--- src/lpg_pkg.sv ---
// Package for the LFSR LED pattern generator.
// Holds widths, reset values, register indexes and the config struct.
// No dependencies.
`timescale 1ns / 1ps

package lpg_pkg;

  localparam int unsigned LEDS_PER_SIDE = 48;
  localparam int unsigned LfsrW         = 32;
  localparam int unsigned ColorW        = 24;
  localparam int unsigned ChanW         = 8;
  localparam int unsigned StepsW        = 8;
  localparam int unsigned LedIdxW       = 6;
  localparam int unsigned PaddrW        = 4;
  localparam int unsigned PdataW        = 32;

  localparam logic [LfsrW-1:0]   TAP_MASK_RST  = 32'h0000_6000;
  localparam logic [ColorW-1:0]  LED_COLOR_RST = 24'hff00ff;
  localparam logic               RGB_MODE_RST  = 1'b0;
  localparam logic [LfsrW-1:0]   LFSR_SEED     = 32'h0000_0001;

  localparam int unsigned BIT_RED   = 20;
  localparam int unsigned BIT_GREEN = 21;
  localparam int unsigned BIT_BLUE  = 22;
  localparam logic [ChanW-1:0] FULL_ON = 8'hff;

  localparam logic [LedIdxW-1:0] LED_FIRST = LedIdxW'(LEDS_PER_SIDE - 1);

  // register indexes (paddr[3:2])
  localparam logic [1:0] REG_TAP_MASK  = 2'd0;
  localparam logic [1:0] REG_LED_COLOR = 2'd1;
  localparam logic [1:0] REG_RGB_MODE  = 2'd2;

  typedef struct packed {
    logic [LfsrW-1:0]  tap_mask;
    logic [ColorW-1:0] led_color;
    logic              rgb_mode;
  } cfg_t;

  typedef struct packed {
    logic [ChanW-1:0] red;
    logic [ChanW-1:0] green;
    logic [ChanW-1:0] blue;
  } rgb_t;

endpackage

--- src/lpg_regs.sv ---
// APB-style configuration registers of the LED pattern generator.
// Depends on lpg_pkg.
`timescale 1ns / 1ps

module lpg_regs import lpg_pkg::*; (
  input  logic              clk_i,
  input  logic              rst_ni,
  input  logic              psel,
  input  logic              penable,
  input  logic              pwrite,
  input  logic [PaddrW-1:0] paddr,
  input  logic [PdataW-1:0] pwdata,
  output logic [PdataW-1:0] prdata,
  output logic              pready,
  output cfg_t              cfg_o
);

  cfg_t       cfg_q;
  logic       wr_en;
  logic [1:0] reg_idx;

  assign pready  = 1'b1;
  assign wr_en   = psel & penable & pwrite;
  assign reg_idx = paddr[3:2];

  always_ff @(posedge clk_i or negedge rst_ni) begin
    if (!rst_ni) begin
      cfg_q.tap_mask  <= TAP_MASK_RST;
      cfg_q.led_color <= LED_COLOR_RST;
      cfg_q.rgb_mode  <= RGB_MODE_RST;
    end else if (wr_en) begin
      unique case (reg_idx)
        REG_TAP_MASK:  cfg_q.tap_mask  <= pwdata;
        REG_LED_COLOR: cfg_q.led_color <= pwdata[ColorW-1:0];
        REG_RGB_MODE:  cfg_q.rgb_mode  <= pwdata[0];
        default: ;
      endcase
    end
  end

  always_comb begin
    unique case (reg_idx)
      REG_TAP_MASK:  prdata = cfg_q.tap_mask;
      REG_LED_COLOR: prdata = {{(PdataW-ColorW){1'b0}}, cfg_q.led_color};
      REG_RGB_MODE:  prdata = {{(PdataW-1){1'b0}}, cfg_q.rgb_mode};
      default:       prdata = '0;
    endcase
  end

  assign cfg_o = cfg_q;

endmodule

--- src/lpg_lfsr_step.sv ---
// Shared LFSR advance unit: one shift with parity feedback.
// Depends on lpg_pkg.
`timescale 1ns / 1ps

module lpg_lfsr_step import lpg_pkg::*; (
  input  logic [LfsrW-1:0] state_i,
  input  logic [LfsrW-1:0] tap_mask_i,
  output logic [LfsrW-1:0] next_o
);

  logic fb;

  assign fb     = ^(state_i & tap_mask_i);
  assign next_o = {state_i[LfsrW-2:0], fb};

endmodule

--- src/lpg_color.sv ---
// Maps the working LFSR word to one LED color (single or RGB mode).
// Depends on lpg_pkg.
`timescale 1ns / 1ps

module lpg_color import lpg_pkg::*; (
  input  logic [LfsrW-1:0] work_i,
  input  cfg_t             cfg_i,
  output rgb_t             color_o
);

  logic on;

  assign on = work_i[0];

  always_comb begin
    color_o = '0;
    if (on) begin
      if (cfg_i.rgb_mode) begin
        color_o.red   = work_i[BIT_RED]   ? FULL_ON : '0;
        color_o.green = work_i[BIT_GREEN] ? FULL_ON : '0;
        color_o.blue  = work_i[BIT_BLUE]  ? FULL_ON : '0;
      end else begin
        color_o.red   = cfg_i.led_color[23:16];
        color_o.green = cfg_i.led_color[15:8];
        color_o.blue  = cfg_i.led_color[7:0];
      end
    end
  end

endmodule

--- src/lfsr_led_pattern_generator.sv ---
// Top level of the LFSR LED pattern generator: sequencer, stored and
// working LFSR words, output register. Uses lpg_pkg, lpg_regs,
// lpg_lfsr_step and lpg_color.
//
//  channel  | handshake                    | word
//  ---------+------------------------------+-----------------------------------
//  input    | in_valid_i / in_ready_o      | advance_steps_i, restart_i
//  output   | out_valid_o / out_ready_i    | led_index_o, red/green/blue_o,
//           |                              | last_led_o
//  config   | psel, penable, pwrite/pready | paddr, pwdata, prdata
//
// A request steps the stored word advance_steps times, copies it to the
// working word, then steps the working copy once per LED: the single LFSR
// step unit serves first the stored word, then the working copy per LED.
// Output stalls hold the render sequence; in_ready_o is high only when idle.
// Reset loads the stored word with 1 and the config registers to defaults.
`timescale 1ns / 1ps

module lfsr_led_pattern_generator import lpg_pkg::*; (
  input  logic               clk_i,
  input  logic               rst_ni,
  input  logic               in_valid_i,
  output logic               in_ready_o,
  input  logic [StepsW-1:0]  advance_steps_i,
  input  logic               restart_i,
  output logic               out_valid_o,
  input  logic               out_ready_i,
  output logic [LedIdxW-1:0] led_index_o,
  output logic [ChanW-1:0]   red_o,
  output logic [ChanW-1:0]   green_o,
  output logic [ChanW-1:0]   blue_o,
  output logic               last_led_o,
  input  logic               psel,
  input  logic               penable,
  input  logic               pwrite,
  input  logic [PaddrW-1:0]  paddr,
  input  logic [PdataW-1:0]  pwdata,
  output logic [PdataW-1:0]  prdata,
  output logic               pready
);

  localparam logic [1:0] StIdle    = 2'd0;
  localparam logic [1:0] StAdvance = 2'd1;
  localparam logic [1:0] StRender  = 2'd2;

  cfg_t cfg;

  logic [1:0]         state_q, state_d;
  logic [LfsrW-1:0]   lfsr_q, lfsr_d;
  logic [LfsrW-1:0]   work_q, work_d;
  logic [StepsW-1:0]  steps_q, steps_d;
  logic [LedIdxW-1:0] idx_q, idx_d;

  logic               out_valid_q, out_valid_d;
  logic [LedIdxW-1:0] out_idx_q, out_idx_d;
  rgb_t               out_rgb_q, out_rgb_d;
  logic               out_last_q, out_last_d;

  logic [LfsrW-1:0]   step_in, step_out;
  rgb_t               color;
  logic               slot_free;

  lpg_regs u_regs (
    .clk_i   (clk_i),
    .rst_ni  (rst_ni),
    .psel    (psel),
    .penable (penable),
    .pwrite  (pwrite),
    .paddr   (paddr),
    .pwdata  (pwdata),
    .prdata  (prdata),
    .pready  (pready),
    .cfg_o   (cfg)
  );

  // one step unit, shared between stored word and working copy
  assign step_in = (state_q == StRender) ? work_q : lfsr_q;

  lpg_lfsr_step u_step (
    .state_i    (step_in),
    .tap_mask_i (cfg.tap_mask),
    .next_o     (step_out)
  );

  lpg_color u_color (
    .work_i  (work_q),
    .cfg_i   (cfg),
    .color_o (color)
  );

  assign in_ready_o = (state_q == StIdle);
  assign slot_free  = !out_valid_q || out_ready_i;

  always_comb begin
    state_d     = state_q;
    lfsr_d      = lfsr_q;
    work_d      = work_q;
    steps_d     = steps_q;
    idx_d       = idx_q;
    out_valid_d = out_valid_q && !out_ready_i;
    out_idx_d   = out_idx_q;
    out_rgb_d   = out_rgb_q;
    out_last_d  = out_last_q;

    unique case (state_q)
      StIdle: begin
        if (in_valid_i) begin
          if (restart_i) lfsr_d = LFSR_SEED;
          steps_d = advance_steps_i;
          state_d = StAdvance;
        end
      end
      StAdvance: begin
        if (steps_q == '0) begin
          work_d  = lfsr_q;
          idx_d   = LED_FIRST;
          state_d = StRender;
        end else begin
          lfsr_d  = step_out;
          steps_d = steps_q - 1'b1;
        end
      end
      StRender: begin
        if (slot_free) begin
          out_valid_d = 1'b1;
          out_idx_d   = idx_q;
          out_rgb_d   = color;
          out_last_d  = (idx_q == '0);
          work_d      = step_out;
          idx_d       = idx_q - 1'b1;
          if (idx_q == '0) state_d = StIdle;
        end
      end
      default: state_d = StIdle;
    endcase
  end

  always_ff @(posedge clk_i or negedge rst_ni) begin
    if (!rst_ni) begin
      state_q     <= StIdle;
      lfsr_q      <= LFSR_SEED;
      steps_q     <= '0;
      idx_q       <= '0;
      out_valid_q <= 1'b0;
    end else begin
      state_q     <= state_d;
      lfsr_q      <= lfsr_d;
      steps_q     <= steps_d;
      idx_q       <= idx_d;
      out_valid_q <= out_valid_d;
    end
  end

  always_ff @(posedge clk_i) begin
    work_q     <= work_d;
    out_idx_q  <= out_idx_d;
    out_rgb_q  <= out_rgb_d;
    out_last_q <= out_last_d;
  end

  assign out_valid_o = out_valid_q;
  assign led_index_o = out_idx_q;
  assign red_o       = out_rgb_q.red;
  assign green_o     = out_rgb_q.green;
  assign blue_o      = out_rgb_q.blue;
  assign last_led_o  = out_last_q;

endmodule
--- config.mk ---
export PLATFORM = sky130hd
export DESIGN_NAME = lfsr_led_pattern_generator
export DESIGN_NICKNAME = d
export VERILOG_FILES = /design/src/lpg_pkg.sv /design/src/lpg_regs.sv /design/src/lpg_lfsr_step.sv /design/src/lpg_color.sv /design/src/lfsr_led_pattern_generator.sv
export SDC_FILE = /design/constraint.sdc
export NUM_CORES = 1
export LEC_CHECK = 0
export BUFFER_PORTS_ARGS = -buffer_cell sky130_fd_sc_hd__buf_2
export CORE_ASPECT_RATIO = 1.4
export CORE_UTILIZATION = 30
export DETAILED_ROUTE_END_ITERATION = 6
export GPL_TIMING_DRIVEN = 1
export MAX_ROUTING_LAYER = met4
export SYNTH_ARGS = -nofsm -noshare
export SYNTH_HDL_FRONTEND = slang
export SYNTH_SLANG_ARGS = --single-unit
--- constraint.sdc ---
create_clock -name clk_i -period 7.9 [get_ports clk_i]
set_clock_uncertainty 0.2 [all_clocks]
set_input_delay 1.975 -clock clk_i [delete_from_list [all_inputs] [get_ports clk_i]]
set_output_delay 1.975 -clock clk_i [all_outputs]
set_load 0.01 [all_outputs]
# Word level (Yosys, flattened, before mapping)
# Cells that the tools add are included.
totals:
  reg_bits: 169
  latch_bits: 0
  ram_bits: 0
  rom_bits: 0
  in_bits: 52
  output_inout_bits: 66
  word_cells: 74
  memories: 0
op_classes:
  add_sub_neg: 2
  n_mul: 0
  div_mod_pow: 0
  n_lt_le_gt_ge: 0
  eq_ne: 10
  shift: 0
  mux: 26
  bitwise: 3
  n_reduce_logical: 19
op_table:
  columns: ["operator", "count"]
  rows:
  - ["2-to-1 mux 32 bit", 6]
  - ["case mux 32 bit (2 select lines)", 2]
  - ["case mux 32 bit (3 select lines)", 1]
  - ["2-to-1 mux 8 bit", 5]
  - ["AND 32 bit", 1]
  - ["XOR reduction 32 bit", 1]
  - ["2-to-1 mux 24 bit", 1]
  - ["case mux 8 bit (2 select lines)", 1]
  - ["2-to-1 mux 6 bit", 2]
  - ["case mux 6 bit (2 select lines)", 1]
  - ["zero test 8 bit", 1]
  - ["2-to-1 mux 2 bit", 4]
  - ["!= test 2 bit, second input constant", 4]
  - ["AND reduction 2 bit", 4]
  - ["AND reduction 4 bit", 2]
  - ["subtractor 8 x 1 -> 8 bit, second input constant", 1]
  - ["zero test 6 bit", 1]
  - ["case mux 2 bit (3 select lines)", 1]
  - ["AND reduction 3 bit", 2]
  - ["subtractor 6 x 1 -> 6 bit, second input constant", 1]
  - ["== test 2 x 1 -> 1 bit, second input constant", 2]
  - ["== test 2 bit, second input constant", 2]
  - ["zero test 2 bit", 2]
  - ["!= test 2 x 1 -> 1 bit, second input constant", 2]
  - ["6 further kinds", 10]

# Logic depth before layout (Yosys ltp)
logic_depth:
  word_depth: 6
  depth_mapped: 11
  depth_no_buf: 8

# Modules after synthesis
# A second synthesis with hierarchy kept.
hier_totals:
  hier_cells: 756
  area_unflattened_um2: 8398.1
modules_own_cells:
  columns: ["mod", "instances", "cells_per_inst", "area_per_inst_um2", "seq_area_each_um2"]
  rows:
  - ["lfsr_led_pattern_generator", 1, 417, 4697.0, 3119.2]
  - ["lpg_regs", 1, 189, 2596.2, 1448.9]
  - ["lpg_lfsr_step", 1, 95, 631.9, 0.0]
  - ["lpg_color", 1, 55, 473.0, 0.0]

# Worst setup path before layout
# OpenSTA, ideal clock, no wires.
synth_path:
  path_kind: "input to output"
  startpoint: "input port paddr[2]"
  endpoint: "output port prdata[12]"
  arrival_ns: 3.116
  required_ns: 5.725
  path_slack_ns: 2.609
  stages: 4
  n_path_buf: 2
  cell_sequence: "clkbuf_1 -> clkbuf_1 -> mux2i_1 -> nor2_1"
synth_between:
  elab_chain_len: 2
  elab_cells_between_ends: 4
  cone_classes: "eq/ne: 2; mux: 1; reduce/logical: 1"
synth_lines:
  columns: ["element", "line_no", "text"]
  rows:
  - ["start: declaration", "lfsr_led_pattern_generator.sv:36", "input logic [PaddrW-1:0] paddr,"]
  - ["== test 2 bit (tied with other cells)", "lpg_regs.sv:42", "unique case (reg_idx)"]
  - ["case mux 32 bit (3 select lines) (*)", "lpg_regs.sv:42", null]
  - ["end: declaration", "lfsr_led_pattern_generator.sv:38", "output logic [PdataW-1:0] prdata,"]
# Mark *: on every way between the ends. The rest lies on a longest branch, timed or not.

# Worst setup path after layout
layout_path:
  startpoint: "input port paddr[3]"
  endpoint: "output port prdata[25]"
# The elaborated chain is that of the path after synthesis.

==> results_dict.tcl <==
set metrics [dict create \
    cp_cell_sequence "buf_2 -> nor2_1 -> and2_1 -> buf_2" \
    setup_violations 0 \
    reg2reg_depth 5 \
    fin_tns_setup_ns 0 \
    initial_utilization_pct 30.6 \
    cts_hold_buf 0 \
    drv_cap 0 \
    p_per_area_mw_per_mm2 318 \
    drt_first_pass_iters 4 \
    cp.arrival_ns 3.49 \
    cp_top_family "simple AND/OR/NAND/NOR gates" \
    criticalPathCategory "in2out" \
    final_common_cell "nand2_1" \
    cts.root.buffer_cell "clkbuf_16" \
    area_delta_synth_final_pct 18.0 \
    final-seq-area_sq_mm 0.00457 \
    status "completed" \
    drtAntennaViolNets 0 \
    synth-edff-count 63 \
    multi_input_area_sq_mm 0.00328 \
    grt_first_pass_wirelength_microns 31200 \
    ctsResizeCount 0 \
    clock_latency_ns 0.43 \
    dp_hpwl_microns 13000 \
    cts_tree "done" \
    coreArea_sq_mm 0.0263 \
    grt-ovfl-total 0 \
    dieArea_sq_mm 0.0275 \
    grt_pass1_vias 5756 \
    post-place-ws_ns 2.18 \
    period_minus_slack_ns 5.66 \
    synth_warnings 0 \
    synth_seq_cells 169 \
    cellLeakagePower_nw 4.18 \
    port_buffers 114 \
    path_max_fanout 29 \
    drtIter0Drc 291 \
    fillers 2572 \
    peakVddDrop_mv 0.156 \
    finalCritPeriodShare_pct 71.7 \
    routedWlPerCell_microns 17.1 \
    ys.flop_type "dfrtp_1" \
    hold_path_depth 0 \
    synth_cell_types 44 \
    final_nets 848 \
    worstHoldStart "idx_q[1]" \
    cts.sinks 169 \
    clock_path_buffers 2 \
    hold_viol 0 \
    grt_setup_unrepaired "no" \
    max_slew_margin_pct 32.6 \
    critical-path-slowest-cell "nor2_1" \
    hold_end "led_index_o[1]" \
    worstReg2RegEnd "work_q[28]" \
    async_reset_ff_share_pct 62.7 \
    routed_wl_microns 19300 \
    worst_pin_slew_ns 1.01 \
    cts_buffers 17 \
    cts_setup_buffers 0 \
    netlist_area_sq_mm 0.00804 \
    grt_max_degree 72 \
    viasPerCell 4.94 \
    seq_area_frac_synth_pct 56.8 \
    r2r_slack_ns 4.18 \
    slowest_delay_ns 0.84 \
    crit_top_cell "buf_2" \
    vias 5573 \
    fin_ws_ns 2.24 \
    syn_nets 751 \
    report.final.slew_viol_count 0 \
    remaining_drc_errors 0 \
    cp-start-kind "input pin" \
    final_layout_size_suffix_gt1_share_pct 29.3 \
    mostFrequentLayoutCells "nand2_1, buf_2, dfrtp_1" \
    clk_pin_slew_ns 0.07 \
    gp_congestion 0.749 \
    fp.dieH_microns 196 \
    diodes 0 \
    cp.required_ns 5.73 \
    die_width_microns 140 \
    htree_levels 4 \
    rr_startpoint "state_q[1]" \
    track_usage_pct 15.3 \
    critPathCaptureType "output port" \
    io_pins 118 \
    fmaxAchievable_mhz 177 \
    synthCells 695 \
    critPathBufInv 2 \
    antenna_found_initial 0 \
    hp-class "reg2reg" \
    rows 70 \
    syn_avg_cell_area_sq_um 11.6 \
]
power by group:
| part | switching, mW | leakage [nW] | total [mW] | internal, mW |
|---|---|---|---|---|
| combinational | 0.358 | 2.08 | 0.813 | 0.454 |
| clock | 0.387 | 0.291 | 0.854 | 0.467 |
| sequential | 0.206 | 1.81 | 1.35 | 1.15 |
final cells by class:
class	count	share of cell area, %
clock buffer	18	4.75
inverter	5	0.198
clock inverter	14	1.62
timing repair buffer	120	6.51
multi-input combinational	479	34.5
sequential	169	48.1
tap	324	4.27
metal layers:
| metal | up-vias | share of wire [%] | GRT usage, % |
|---|---|---|---|
| met5 | - | 0 | - |
| met4 | 0 | 1.4 | 4.68 |
| met3 | 18 | 3.9 | 3.08 |
| met2 | 133 | 50 | 25.6 |
| met1 | 2766 | 44 | 18.5 |
| li1 | 2656 | - | - |
how the worst max path moves through the flow:
stage	start	end	slack, ns	cells after the start
after floorplan	paddr[2]	prdata[12]	2.61	4
after global placement	paddr[3]	prdata[27]	2.20	4
after detailed placement	paddr[3]	prdata[25]	2.18	4
after CTS	paddr[3]	prdata[25]	2.18	4
after global routing	paddr[3]	prdata[25]	2.08	4
final	paddr[3]	prdata[25]	2.24	4
sequential cells by signal (all words and copies together) (netlist names):
register      count
blue_o            8
green_o           8
idx_q             6
last_led_o        1
led_index_o       6
lfsr_q           32
out_valid_o       1
red_o             8
state_q           2
steps_q           8
u_regs.cfg_o     57
work_q           32
cells by family after synthesis:
logic type	Yosys count	synth area share (%)
simple gates	245	14.4
flops	169	56.8
compound gates	118	10.2
mux	81	11.0
buf+inv	47	2.85
xor+xnor	30	4.12
fa+ha+maj	4	0.622
other cells	1	0.0466
stage by stage:
step | cell area [sq um] | cells | power [mW] | utilization (%) | hold WS [ns]
floorplan | 8040 | 695 | 1.96 | - | 0.269
global placement | 8890 | 1097 | 2.16 | 33.8 | 0.290
detailed placement | 8890 | 1097 | 2.19 | 33.8 | 0.286
CTS | 9490 | 1129 | 3.05 | 36.1 | 0.303
global route | 9490 | 1129 | 3.20 | 36.1 | 0.317
finish | 9490 | 1129 | 3.02 | 36.1 | 0.300
synthesized netlist by cell type, types with 6 or more instances:
cell type    n  area, sq um
clkbuf_1    29          109
a21boi_0    24          180
o21ai_0     15         75.1
dfstp_2     19          499
nand2b_1    27          169
xnor2_1     20          175
a22o_1      31          272
and2_1      10         62.6
dfrtp_1     87         2180
mux2i_1     24          240
edfxtp_1    63         1890
nor3_1       7         35.0
nor2_1      36          135
a21oi_1     11         55.1
mux2_2      57          642
a31oi_1     25          156
nand3_1      8         40.0
nand2_1    118          443
buf_6        6         67.6
and3_1      26          163
Note: power is estimated with default switching activity, not from simulation.
